==> src/design/chgs_pkg.sv <==
// Shared types and constants for the convex hull block.
package chgs_pkg;

    localparam int MAX_POINTS = 64;
    localparam int COORD_W    = 16;
    localparam int ADDR_W     = $clog2(MAX_POINTS);
    localparam int CNT_W      = ADDR_W + 1;
    localparam int DIFF_W     = COORD_W + 1;
    localparam int PROD_W     = 2 * DIFF_W;
    localparam int QDEPTH     = 4;
    localparam int QPTR_W     = $clog2(QDEPTH);

    localparam logic [1:0] ST_OK       = 2'd0;
    localparam logic [1:0] ST_TOO_FEW  = 2'd1;
    localparam logic [1:0] ST_OVERFLOW = 2'd2;

    typedef struct packed {
        logic signed [COORD_W-1:0] x;
        logic signed [COORD_W-1:0] y;
    } point_t;

    // request passed from front to back
    typedef struct packed {
        point_t             pt;
        logic               store;
        logic [ADDR_W-1:0]  addr;
        logic               last;
        logic [CNT_W-1:0]   n;
        logic               ovf;
    } req_t;

    typedef struct packed {
        point_t      pt;
        logic        last;
        logic [1:0]  status;
    } res_t;

endpackage

==> src/design/chgs_fifo.sv <==
// Short request queue between front and back.
module chgs_fifo (
    input  logic           clk,
    input  logic           rst_n,
    input  logic           wr,
    input  chgs_pkg::req_t wdata,
    output logic           full,
    input  logic           rd,
    output logic           valid,
    output chgs_pkg::req_t rdata
);
    import chgs_pkg::*;

    req_t               mem_reg [QDEPTH];
    logic [QPTR_W-1:0]  wp_reg, wp_next;
    logic [QPTR_W-1:0]  rp_reg, rp_next;
    logic [QPTR_W:0]    cnt_reg, cnt_next;
    logic               do_wr, do_rd;

    assign full  = (cnt_reg == (QPTR_W+1)'(QDEPTH));
    assign valid = (cnt_reg != '0);
    assign rdata = mem_reg[rp_reg];
    assign do_wr = wr && !full;
    assign do_rd = rd && valid;

    always_comb
    begin
        wp_next  = do_wr ? wp_reg + 1'b1 : wp_reg;
        rp_next  = do_rd ? rp_reg + 1'b1 : rp_reg;
        cnt_next = cnt_reg + (QPTR_W+1)'(do_wr) - (QPTR_W+1)'(do_rd);
    end

    always_ff @(posedge clk or negedge rst_n)
    begin
        if (!rst_n)
        begin
            wp_reg  <= '0;
            rp_reg  <= '0;
            cnt_reg <= '0;
        end
        else
        begin
            wp_reg  <= wp_next;
            rp_reg  <= rp_next;
            cnt_reg <= cnt_next;
        end
    end

    always_ff @(posedge clk)
    begin
        if (do_wr)
        begin
            mem_reg[wp_reg] <= wdata;
        end
    end

endmodule

==> config.mk <==
export PLATFORM = sky130hd
export DESIGN_NAME = chgs_fifo
export DESIGN_NICKNAME = d
export VERILOG_FILES = /design/src/design/chgs_pkg.sv /design/src/design/chgs_fifo.sv
export SDC_FILE = /design/constraint.sdc
export NUM_CORES = 1
export LEC_CHECK = 0
export BUFFER_PORTS_ARGS = -buffer_cell sky130_fd_sc_hd__buf_2
export CAP_MARGIN = 20
export CORE_ASPECT_RATIO = 1.75
export CORE_MARGIN = 2
export CORE_UTILIZATION = 57
export DETAILED_ROUTE_END_ITERATION = 16
export PLACE_DENSITY = 0.75
export SLEW_MARGIN = 30
export SYNTH_ARGS = -nofsm -noshare
export SYNTH_HDL_FRONTEND = slang
export SYNTH_SLANG_ARGS = --single-unit
==> constraint.sdc <==
create_clock -name clk -period 2.8 [get_ports clk]
set_input_delay 0 -clock clk [delete_from_list [all_inputs] [get_ports clk]]
set_output_delay 0 -clock clk [all_outputs]
set_load 0.02 [all_outputs]
* Word-level counts from Yosys, hierarchy flattened
Memory sizes are Yosys's and may differ from the RTL's. Index checks and enable logic that the tools add are counted.
Word-level totals: register bits after elaboration 7, latch bits 0, RAM bits 192, bits in read-only memories 0, bits of input ports 52, output and inout bits 50, word-level logic and storage cells 15, memories kept 1
Memory list:
- mem_reg | depth 4, width 48, read ports 1, clocked after memory_dff 0, write ports 1, RTL line chgs_fifo.sv:14 | req_t mem_reg [QDEPTH];
Operators by class: $add $sub $neg 4, multipliers 0, divide/modulo/power cells 0, order comparisons 0, equal/unequal tests 1, shift operators 0, mux-type cells 2, bitwise operators 0, reduce and logical (&&, ||, !) cells 4
Operators with widths (count):
- 2-bit by 1-bit adder with 2-bit output (second input constant) | 2
- 3-bit by 1-bit adder with 3-bit output | 1
- 3-bit == test (second input constant) | 1
- 3-bit nonzero test | 1
- 3-bit by 1-bit subtractor with 3-bit output | 1
- 1-bit logical AND | 2
- 1-bit two-way mux | 2
- 1-bit zero test | 1

* Longest topological paths before layout
word-level depth 5, gate-level depth with buffers 9, gate-level depth less buffers 9

* Worst setup path after synthesis
Ideal clock, no wire load.
path type reg-to-reg, from reg cnt_reg[2], to mem mem_reg[0][0] (netlist bit) (enable), setup time 0.411 ns, arrival time 1.930 ns, data required time 2.389 ns, setup slack 0.459 ns, stages on the path, launching flop included 3, path buffers 0, period minus slack after synthesis 2.341 ns, cell sequence dfrtp_1 -> nor3b_2 -> and3b_1
On the way: longest elaborated chain between the ends 5
Ends and longest elaborated chain:
- from (decl) | RTL line chgs_fifo.sv:17 | logic [QPTR_W:0] cnt_reg, cnt_next;
- from (signal assigned) | RTL line chgs_fifo.sv:45 | cnt_reg <= cnt_next;
- 3-bit == test | RTL line chgs_fifo.sv:20 | assign full = (cnt_reg == (QPTR_W+1)'(QDEPTH));
- via full | RTL line chgs_fifo.sv:7 | output logic full,
- 1-bit zero test | RTL line chgs_fifo.sv:23 | assign do_wr = wr && !full;
- 1-bit logical AND | RTL line chgs_fifo.sv:23
- 1-bit two-way mux | RTL line chgs_fifo.sv:51 | if (do_wr)
- 1-bit two-way mux (implied by the code) | RTL line chgs_fifo.sv:53 | mem_reg[wp_reg] <= wdata;
- to (decl) | RTL line chgs_fifo.sv:14
The timed path passes the listed nets, and every way through them passes these cells.

==> results.toml <==
[timing]
slew_headroom = 0.587
clock_skew_ns = 0.00654
rsz0062_at_grt = "false"
setup_violations = 0
fin_crit_ns = 2.35
worst_slew_pin_slew_ns = 0.619
fin_crit_sh = 0.841
hold_ws_ns = 0.328
finalSetupTns_ns = 0
finalMaxSlewViolations = 0
finalHoldViolations = 0
fmax_mhz = 425

[drt]
ant_nets = 0
drt_pass1_iterations = 4
vias_per_cell = 5.56
drt_iter0_drc = 220
wl_um = 13300
detail_route.wl_per_cell_um = 20.6
drc = 0
num_vias = 3599

[grt]
antenna_found_initial = 0
use_met3 = 0.0363
grt_pass1_wl_um = 20000
use_met1 = 0.222
grt_util_met2 = 0.361
grtUsageTotal = 0.195
grt-busiest-layer = "met2"
grt_max_degree = 29
grt_pass1_vias = 3812
overflow = 0

[synth]
synth_cells = 291
ys_seq_elements = 199
synth_cell_types = 21
ys_seq_area_frac = 0.798
synth_area_um2 = 7450
yosysWarnings = 0
syn-num-nets = 350
synth_area_per_cell_um2 = 25.6

[critical_path]
worstPathArrival_ns = 2.35
crit_end = "rdata[45]"
crit_path_end_kind = "primary output"
timing.reg2reg.setup_slack_ns = 0.45
cp_max_fo = 28
worstSetupStartpoint = "rp_reg[0]"
reg2reg_to = "cnt_reg[2]"
rr_worst_depth = 9
r2r-start = "cnt_reg[1]"
required_ns = 2.80
worst_setup_path_start_kind = "register"
path_class = "reg -> out"

[cts]
clkSinkCount = 199
insertion_delay_ns = 0.42
cts.repair.resized = 0
cts_buffers = 17
cts_setup_buffers = 0
clockRootBuffer = "clkbuf_16"
clk_path_buf_depth = 2
clk_transition_reported_paths_ns = 0.07
htreeDepth = 4
cts_tree = "yes"

[floorplanning]
die_area_um2 = 14000
die_h_um = 155
io_pins = 102
die_w_um = 90.4
rows = 55
initial_core_util = 0.579
core-area_um2 = 12900

[power_and_ir_drop]
peakVddDrop_uv = 654
power_density_nw_per_um2 = 1040
total_power_mw = 9.59
p_leak_nw = 3.24

[place]
port_buffers = 101
hpwl_um = 7920
gp_congestion = 0.824
place_area_um2 = 8150

[finish]
area_growth_pct = 24.0
antenna_cells = 0
nets = 522
seq_area_um2 = 5950
fin_util = 0.717
layout-drive-gt1-share = 0.412
multi_input_area_um2 = 1350
n_fill_cell = 805
fin_area_um2 = 9230
largest_reg_flops = 192

[run]
cap_violations = 0

[min_path]
hold_path.class = "in -> reg"

[status]
status = "finished, final reports clean"
-- worst min path at each step --
stage	startpoint	to	slack, ns	cells past startpoint
4_1_cts	wdata[41]	mem_reg[3][41]	0.31	2
3_3_place_gp	rst_n	cnt_reg[0]	-0.16	1
6_report	wdata[41]	mem_reg[3][41]	0.33	2
5_1_grt	wdata[46]	mem_reg[0][46]	0.32	2
3_5_place_dp	rst_n	cnt_reg[0]	-0.16	1
2_1_floorplan	rst_n	cnt_reg[0]	-0.30	0
-- synthesized netlist by cell type --
master     number  area (um2)
xor2_1          1        8.76
o211ai_1        2        15.0
or3_1           1        6.26
and3b_1         4        35.0
buf_12          5         100
ha_1            6        75.1
buf_6           1        11.3
buf_2           4        20.0
nand2b_1        4        25.0
o31a_1          1        8.76
xnor2_1         3        26.3
nor3b_2         1        12.5
o311ai_0        1        8.76
buf_4           1        7.51
edfxtp_1      192        5770
inv_1           5        18.8
nand4bb_1       2        22.5
dfrtp_1         7         175
nand2_1         1        3.75
fa_1            1        20.0
mux4_2         48        1080
-- layout by cell type (no fill, tap or decap) --
| master | count |
|---|---|
| edfxtp_1 | 192 |
| buf_2 | 101 |
| dlygate4sd3_1 | 52 |
| mux4_2 | 48 |
| clkbuf_16 | 17 |
| buf_4 | 9 |
| ha_1 | 6 |
| inv_6 | 6 |
| inv_1 | 5 |
| dfrtp_1 | 5 |
| nand2b_1 | 4 |
| and3b_2 | 4 |
| xnor2_1 | 3 |
| clkinv_1 | 3 |
| nand4bb_1 | 2 |
| o211ai_1 | 2 |
| clkinv_4 | 2 |
| inv_8 | 2 |
| buf_12 | 2 |
| o31a_1 | 1 |
| nor3b_2 | 1 |
| or3_1 | 1 |
| xor2_1 | 1 |
| nand2_1 | 1 |
| o311ai_0 | 1 |
| fa_1 | 1 |
| bufinv_16 | 1 |
| clkinvlp_4 | 1 |
| dfrtp_4 | 1 |
| dfrtp_2 | 1 |
-- routing by layer --
metal | part of all wire | wire (um)
met1 | 0.38 | 5010
met3 | 0.033 | 437
met2 | 0.57 | 7630
met4 | 0.018 | 239
met5 | 0 | 0
-- cells by family (layout without fill, tap and decap cells) --
logic type / count (synthesis) / in the layout / share of synthesized area
flops: 199 / 199 / 0.798
mux: 48 / 48 / 0.145
buf+inv: 16 / 201 / 0.0212
simple gates: 13 / 13 / 0.0141
fa+ha+maj: 7 / 7 / 0.0128
compound gates: 4 / 4 / 0.00437
xor+xnor: 4 / 4 / 0.00471
-- metrics by stage --
| step | setup slack [ns] | std cells |
|---|---|---|
| floorplan | 0.459 | 291 |
| global placement | 0.639 | 563 |
| detailed placement | 0.481 | 563 |
| CTS | 0.367 | 647 |
| global route | 0.247 | 647 |
| finish | 0.445 | 647 |
-- area by class of cell --
type,count,area share
Tap cell,171,0.0232
Multi-Input combinational cell,76,0.147
Clock inverter,15,0.0153
Inverter,5,0.00203
Sequential cell,199,0.644
Clock buffer,17,0.0461
Timing Repair Buffer,164,0.123
-- worst max-delay path, cell delays in order, from the launching register on --
cell,delay [ns]
dfrtp_4,0.78
buf_4,0.37
mux4_2,0.57
buf_2,0.18
-- power by group --
group,switching [mW],internal [mW],leakage (nW)
clock,1.07,1.25,0.276
combinational,1.64,1.33,1.12
sequential,0.368,3.93,1.84
total,3.08,6.51,3.24
-- what timing repair did --
| item | CTS | global route |
|---|---|---|
| hold buffers | 52 | 0 |
| setup endpoints to repair | 0 | 0 |
| hold endpoints to repair | 203 | 0 |
No activity file was read; power rests on OpenSTA's default activity.
