--- src/design/chgs_pkg.sv ---
// Shared types and constants for the convex hull block.
package chgs_pkg;

    localparam int MAX_POINTS = 64;
    localparam int COORD_W    = 16;
    localparam int ADDR_W     = $clog2(MAX_POINTS);
    localparam int CNT_W      = ADDR_W + 1;
    localparam int DIFF_W     = COORD_W + 1;
    localparam int PROD_W     = 2 * DIFF_W;
    localparam int QDEPTH     = 4;
    localparam int QPTR_W     = $clog2(QDEPTH);

    localparam logic [1:0] ST_OK       = 2'd0;
    localparam logic [1:0] ST_TOO_FEW  = 2'd1;
    localparam logic [1:0] ST_OVERFLOW = 2'd2;

    typedef struct packed {
        logic signed [COORD_W-1:0] x;
        logic signed [COORD_W-1:0] y;
    } point_t;

    // request passed from front to back
    typedef struct packed {
        point_t             pt;
        logic               store;
        logic [ADDR_W-1:0]  addr;
        logic               last;
        logic [CNT_W-1:0]   n;
        logic               ovf;
    } req_t;

    typedef struct packed {
        point_t      pt;
        logic        last;
        logic [1:0]  status;
    } res_t;

endpackage

--- src/design/chgs_front.sv ---
// Front end: accepts points, assigns store slots, flags drops and set ends.
module chgs_front (
    input  logic                         clk,
    input  logic                         rst_n,
    input  logic                         push,
    input  logic signed [chgs_pkg::COORD_W-1:0] point_x,
    input  logic signed [chgs_pkg::COORD_W-1:0] point_y,
    input  logic                         last,
    input  logic                         q_full,
    output logic                         q_push,
    output chgs_pkg::req_t               q_data
);
    import chgs_pkg::*;

    logic [CNT_W-1:0] cnt_reg, cnt_next;
    logic             ovf_reg, ovf_next;
    logic             room;

    assign room   = (cnt_reg < CNT_W'(MAX_POINTS));
    assign q_push = push && !q_full;

    always_comb
    begin
        q_data.pt.x  = point_x;
        q_data.pt.y  = point_y;
        q_data.store = room;
        q_data.addr  = cnt_reg[ADDR_W-1:0];
        q_data.last  = last;
        q_data.n     = room ? cnt_reg + 1'b1 : cnt_reg;
        q_data.ovf   = ovf_reg || !room;
        cnt_next     = cnt_reg;
        ovf_next     = ovf_reg;
        if (q_push)
        begin
            if (last)
            begin
                cnt_next = '0;
                ovf_next = 1'b0;
            end
            else
            begin
                cnt_next = q_data.n;
                ovf_next = q_data.ovf;
            end
        end
    end

    always_ff @(posedge clk or negedge rst_n)
    begin
        if (!rst_n)
        begin
            cnt_reg <= '0;
            ovf_reg <= 1'b0;
        end
        else
        begin
            cnt_reg <= cnt_next;
            ovf_reg <= ovf_next;
        end
    end

endmodule

--- config.mk ---
export PLATFORM = sky130hd
export DESIGN_NAME = chgs_front
export DESIGN_NICKNAME = d
export VERILOG_FILES = /design/src/design/chgs_pkg.sv /design/src/design/chgs_front.sv
export SDC_FILE = /design/constraint.sdc
export NUM_CORES = 1
export LEC_CHECK = 0
export BUFFER_PORTS_ARGS = -buffer_cell sky130_fd_sc_hd__buf_2
export CORE_MARGIN = 4
export CORE_UTILIZATION = 30
export DETAILED_ROUTE_END_ITERATION = 12
export HOLD_SLACK_MARGIN = 0.1
export PLACE_DENSITY = 0.8
export SLEW_MARGIN = 40
export SYNTH_ARGS = -nofsm -noshare
export SYNTH_HDL_FRONTEND = slang
export SYNTH_SLANG_ARGS = --single-unit
export TNS_END_PERCENT = 30
--- constraint.sdc ---
create_clock -name clk -period 1.4 [get_ports clk]
set_input_delay 0.42 -clock clk [delete_from_list [all_inputs] [get_ports clk]]
set_output_delay 0.42 -clock clk [all_outputs]
set_load 0.01 [all_outputs]
-- Yosys cells after proc, flatten, opt, wreduce, memory -nomap -nowiden
Cells that the tools add are included.
- register bits: 8
- input bits: 37
- output and inout port bits: 49
- word-level logic and storage cells: 11
- add/sub/neg operators: 1
- order comparisons: 1
- mux-type cells: 3
- reductions and logical operators: 4
- operators with widths (cell ; number):
    2-to-1 mux 7 bit ; 2
    adder 7 x 1 -> 7 bit, second input constant ; 1
    less-than comparator 7 bit, second input constant ; 1
    logical NOT 1 bit ; 2
    logical AND 1 bit ; 1
    logical OR 1 bit ; 1
    2-to-1 mux 1 bit ; 1

-- Logic depth before layout (Yosys ltp)
Gate-level depths: netlist of run 1.
- depth in word-level cells: 4
- gate-level depth with buffers: 4
- gate-level depth less buffers: 4

-- Worst setup path before layout of run 1
Ideal clock, no wire load.
- path type: register -> output
- start point: register cnt_reg[0]
- end point: output port q_data[5] (netlist name)
- data arrival time: 1.063 ns
- data required time: 0.980 ns
- setup slack: -0.083 ns
- cell stages (with the launch flop): 4
- path buffers: 0
- cells stage by stage: dfrtp_1 ha_1 nand4b_1 xnor2_1
- RTL lines (item ; RTL line ; source):
    start: declaration ; chgs_front.sv:15 ; logic [CNT_W-1:0] cnt_reg, cnt_next;
    start signal: assignment ; chgs_front.sv:57 ; cnt_reg <= cnt_next;
    end: declaration ; chgs_front.sv:11 ; output chgs_pkg::req_t q_data

==> impl_metrics.yaml, run 1 <==
run_status:
  status: "complete, but fails checks"
  failed_checks: "negative setup slack"
sta:
  fin_setup_tns_ps: -2730
  worstMarginPinSlew_ps: 301
  setup_viol: 10
  max-slew-margin-rel: 0.799
  max_clock_freq_ghz: 0.543
  holdWs_ps: 536
  skew_ps: 2.50
  setup_slack_ps: -443
  fin_crit_sh: 1.32
  fin_crit_ps: 1840
  rsz0062_at_grt: "yes"
  finalHoldViolCount: 0
  drv_slew: 0
setup_path:
  worstPathArrival_ps: 1420
  critPathCaptureType: "primary output"
  critical_path_class: "reg -> out"
  worstPathMaxFanout: 4
  required_ps: 980
  cp-start-kind: "register"
synthesis:
  async_reset_ff_frac: 1.00
  postSynthCellCount: 85
  ys_seq_elements: 8
  seq_area_frac_synth: 0.256
  synth_top_cell_area_share: 0.383
  yosysMostFrequentCell: "buf_4"
  syn_avg_cell_area_sq_um: 9.21
  yosys-top-cells-count: "buf_4 (40), dfrtp_1 (8), xnor2_1 (4), nor2_1 (3)"
  syn-num-nets: 123
  synthFlopType: "dfrtp_1"
  yosysUniqueCellTypes: 29
  synthesis.area_sq_um: 783
  yosys.area.top_type: "buf_4"
  synth_edf_count: 0
  yosysWarningCount: 0
  synthTopCellsByArea: "buf_4 (38%), dfrtp_1 (26%), xnor2_1 (4.5%)"
global_routing:
  grt_use_total: 0.0994
  grt_pass1_vias: 555
  grt_pass1_wl_microns: 2580
  overflow: 0
  antenna_found_initial: 0
  grt_max_degree: 9
pwr:
  p_leak_nw: 0.464
  pwr_density_cell_nw_per_um2: 913
  max-vdd-ir-drop_uv: 410
floorplan:
  die_area_sq_um: 3490
  start_util: 0.316
  fp-row-count: 18
  num_io_pins: 86
  die_y_microns: 59.1
  coreArea_sq_um: 2480
  die_w_microns: 59.1
cells_and_area:
  drive_gt1_frac: 0.628
  fin_nets: 126
  largest_register_ff_count: 7
  utilization: 0.348
  syn_to_final_growth_pct: 10.2
  fin_area_sq_um: 863
  antenna_cells: 0
cts:
  cts_num_sinks: 8
  clk_latency_ps: 260
  cts-root-buf: "clkbuf_4"
  cts_tree: "built"
  clk_pin_slew_worst_paths_ps: 60
  clockBufferDepth: 2
  numCtsBuffers: 3
  htreeDepth: 1
detailed_routing:
  vias: 535
  drc_errors: 0
  drt_iter0_drc: 11
  routed_via_density: 4.61
  wirelength_microns: 1720
  ant_nets: 0
  drt_pre_antenna_iters: 4
  wl_per_cell_microns: 14.8
place:
  gp_congestion: 0.785
  hpwl_microns: 1340
  place_area_sq_um: 748
  pre_cts_slack_ps: -194
  portBuffers: 21
worst_hold_path:
  hold_path_class: "in -> async"
job:
  cap_violations: 0
==> metal layers <==
layer / track usage / up-vias / share of wire
met1: 0.103 / 243 / 0.34
met4: 0.0744 / 0 / 0.033
met3: 0.0414 / 13 / 0.11
li1: - / 250 / -
met5: 0 / - / 0
met2: 0.159 / 29 / 0.51
==> layout by cell type (no fill, tap or decap), types with 2 or more instances in the layout <==
cell type   n
dfrtp_1     8
buf_6       4
nor2b_1     2
buf_4      15
nand2_1     2
clkbuf_4    3
a22o_1      2
buf_2      19
xnor2_2     4
inv_1       2
nor2_1      2
==> worst max-delay path, stage by stage (launching register included) <==
cell	delay (ps)
dfrtp_1	420
buf_6	130
nand4b_4	120
nor2_4	120
xor2_1	210
buf_2	170
==> where the power goes <==
| part | internal [W] | switching [W] |
|---|---|---|
| Sequential | 0.000254 | 0.0000277 |
| Clock | 0.0000984 | 0.0000831 |
| Combinational | 0.000178 | 0.000147 |
| Total | 0.000531 | 0.000258 |
==> cell type report <==
| cell class | count | area, sq um |
|---|---|---|
| multi-input cells | 34 | 333 |
| clock buffers | 3 | 22.5 |
| well taps | 30 | 37.5 |
| flip-flops and latches | 8 | 200 |
| repair buffers | 39 | 263 |
| fillers | 271 | 1610 |
| inverters | 2 | 7.51 |
==> through the flow <==
step                cells  power, W
global route          116  0.000823
detailed placement    111  0.000569
finish                116  0.000789
floorplan              85  0.000538
global placement      111  0.000561
CTS                   115  0.000777
==> cell families after synthesis <==
| logic type | synth area share |
|---|---|
| AOI/OAI and AO/OA | 0.102 |
| xor gates and xnor gates | 0.0559 |
| adders and majority gates | 0.0160 |
| buffers and inverters | 0.399 |
| DFF | 0.256 |
| muxes | 0.0144 |
| and+or+nand+nor | 0.157 |
==> path summary, 6_finish.rpt <==
check / start / endpoint / slack (ps) / depth (start not counted)
max: cnt_reg[0]$_DFFE_PN0P_ / q_data[6] / -440 / 5
min: rst_n / cnt_reg[3]$_DFFE_PN0P_ / 540 / 2
max reg2reg: cnt_reg[0]$_DFFE_PN0P_ / cnt_reg[5]$_DFFE_PN0P_ / -60 / 5
min reg2reg: ovf_reg$_DFFE_PN0P_ / ovf_reg$_DFFE_PN0P_ / 600 / 2
max in group asynchronous: rst_n / ovf_reg$_DFFE_PN0P_ / 690 / 2
min in group clk: push / cnt_reg[3]$_DFFE_PN0P_ / 560 / 3
==> repair_timing <==
action	4_1_cts	5_1_grt
endpoints found under the hold margin	8	0
setup buffers	0	1
setup endpoints to repair	10	14
pin swaps	2	2
hold buffers	1	0
gates resized for setup	9	6
(Power assumes the default switching activity.)
==> inputs of run 2 (changes only) <==
ABC_AREA = 1   (was default)
PLACE_DENSITY = 0.78   (was 0.8)
==> impl_metrics.yaml, run 2 <==
run_status:
  status: "complete, but fails checks"
  failed_checks: "negative setup slack"
cells_and_area:
  final_common_cell: "nand2_1"
  drive_gt1_frac: 0.519
  utilization: 0.332
  syn_to_final_growth_pct: 2.90
  largest_register_ff_count: 7
  fin_nets: 148
  layout_common_cells: "nand2_1 (20), buf_2 (18), inv_1 (14), buf_4 (9), nand2_2 (8)"
  antenna_cells: 0
setup_path:
  worstPathArrival_ps: 1320
  reg2reg_slack_ps: 180
  critical_path_class: "reg -> out"
  required_ps: 980
  r2r-end: "cnt_reg[5]$_DFFE_PN0P_"
  worst-r2r-cell-count: 9
  worstPathMaxFanout: 3
  critPathCaptureType: "primary output"
  cp-start-kind: "register"
  crit_family: "buffers and inverters"
  crit_path_top_delay_cell: "dfrtp_1"
  cpMostUsedCell: "buf_4"
  path_cells: "buf_4 -> buf_4 -> nand2_1 -> and2_4 -> inv_1 -> buf_2"
  crit_buf_inv: 4
  slowest_delay_ps: 410
  r2r_start: "cnt_reg[1]$_DFFE_PN0P_"
sta:
  setup_viol: 9
  setup_slack_ps: -344
  holdWs_ps: 517
  worstMarginPinSlew_ps: 189
  rsz0062_at_grt: "yes"
  max_clock_freq_ghz: 0.574
  max-slew-margin-rel: 0.874
  drv_slew: 0
  fin_crit_ps: 1740
  skew_ps: 12.4
  fin_crit_sh: 1.25
  finalHoldViolCount: 0
detailed_routing:
  vias: 601
  ant_nets: 0
  wirelength_microns: 1650
  routed_via_density: 4.36
  drt_pre_antenna_iters: 4
  wl_per_cell_microns: 12.0
  drt_iter0_drc: 6
  drc_errors: 0
synthesis:
  synthFlopType: "dfrtp_1"
  yosys.area.top_type: "buf_4"
  yosysUniqueCellTypes: 19
  syn_avg_cell_area_sq_um: 7.26
  synth_edf_count: 0
  yosys-top-cells-count: "buf_4 (40), nand2_1 (25), inv_1 (15), dfrtp_1 (8), nor2_1 (5)"
  syn-num-nets: 151
  yosysMostFrequentCell: "buf_4"
  synth_top_cell_area_share: 0.366
  async_reset_ff_frac: 1.00
  ys_seq_elements: 8
  synthesis.area_sq_um: 821
  seq_area_frac_synth: 0.244
  synthTopCellsByArea: "buf_4 (37%), dfrtp_1 (24%), nand2_1 (11%)"
  yosysWarningCount: 0
  postSynthCellCount: 113
floorplan:
  start_util: 0.323
  die_y_microns: 60.3
  num_io_pins: 86
  die_area_sq_um: 3640
  fp-row-count: 18
  die_w_microns: 60.3
  coreArea_sq_um: 2540
cts:
  clockBufferDepth: 2
  cts-root-buf: "clkbuf_4"
  cts_tree: "built"
  clk_latency_ps: 250
  clk_pin_slew_worst_paths_ps: 60
  cts_num_sinks: 8
  htreeDepth: 1
  numCtsBuffers: 3
place:
  pre_cts_slack_ps: -143
  hpwl_microns: 1330
  portBuffers: 21
  gp_congestion: 0.788
worst_hold_path:
  hold_path_class: "in -> reg"
  holdPathStages: 4
  whs_endpoint: "cnt_reg[2]$_DFFE_PN0P_"
  min_from: "last"
pwr:
  pwr_density_cell_nw_per_um2: 798
  p_leak_nw: 0.493
  max-vdd-ir-drop_uv: 398
  total_power_w: 0.000674
global_routing:
  overflow: 0
  grt_use_total: 0.0933
  grt_max_degree: 9
  grt_pass1_wl_microns: 2480
  antenna_found_initial: 0
  grt_pass1_vias: 600
job:
  cap_violations: 0
## run 2: changes by cell type after synthesis, sizes merged, moves of 3 or more
cell	delta
nand2	+28
inv	+14
nor2	+4
xnor2	-4
a22o	-3
## run 2: power breakdown
group / internal (W) / switching, W / total (W)
combinational: 0.000118 / 0.000118 / 0.000236
clock: 0.0000980 / 0.0000764 / 0.000174
sequential: 0.000246 / 0.0000181 / 0.000264
## run 2: stage by stage
| stage | instances | cell area [sq um] | TNS, ps |
|---|---|---|---|
| finish | 138 | 845 | -2260 |
| global route | 138 | 845 | -2840 |
| CTS | 138 | 810 | -2320 |
| detailed placement | 133 | 733 | -362 |
| global placement | 133 | 733 | -263 |
| floorplan | 113 | 823 | 0 |
## run 2: worst min-delay path: cells and delay by family
| family | cells | cell delay (ps) |
|---|---|---|
| buffers and inverters | 2 | 120 |
| and+or+nand+nor | 1 | 100 |
| AOI/OAI and AO/OA | 1 | 80 |
## run 2: cell families (layout without fill, tap and decap cells)
| logic type | after synthesis | count (layout) | share of synthesized area |
|---|---|---|---|
| simple gates | 41 | 41 | 0.244 |
| buf+inv | 56 | 51 | 0.439 |
| flops | 8 | 8 | 0.244 |
| fa+ha+maj | 1 | 1 | 0.0152 |
| compound gates | 7 | 7 | 0.0579 |
## run 2: final cells by class
| type | count | area, sq um |
|---|---|---|
| Sequential cell | 8 | 201 |
| Tap cell | 30 | 37.5 |
| Clock buffer | 3 | 22.5 |
| Timing Repair Buffer | 32 | 213 |
| Multi-Input combinational cell | 49 | 308 |
| Fill cell | 281 | 1700 |
| Inverter | 16 | 62.6 |
## run 2: how the worst max path moves through the flow
stage,cells past startpoint,endpoint,slack [ps],start
finish,6,q_data[2],-340,cnt_reg[1]$_DFFE_PN0P_
global route,6,q_data[2],-400,cnt_reg[1]$_DFFE_PN0P_
CTS,7,q_data[5],-370,cnt_reg[1]$_DFFE_PN0P_
detailed placement,7,q_data[5],-140,cnt_reg[1]$_DFFE_PN0P_
global placement,7,q_data[5],-110,cnt_reg[1]$_DFFE_PN0P_
floorplan,6,q_data[5],20,cnt_reg[0]$_DFFE_PN0P_
## run 2: repair_timing
| action | CTS | global route |
|---|---|---|
| endpoints found under the setup margin | 8 | 10 |
| gates resized for setup | 11 | 8 |
| pin swaps | 2 | 3 |
| endpoints found under the hold margin | 8 | 0 |
| setup buffers | 1 | 0 |
| hold buffers | 1 | 0 |
## run 2: layer usage
metal	wire length [microns]	share of wire	global-route usage
met3	185	0.11	0.0432
met5	0	0	0
met4	36	0.022	0.0759
met1	577	0.35	0.0929
met2	850	0.52	0.148
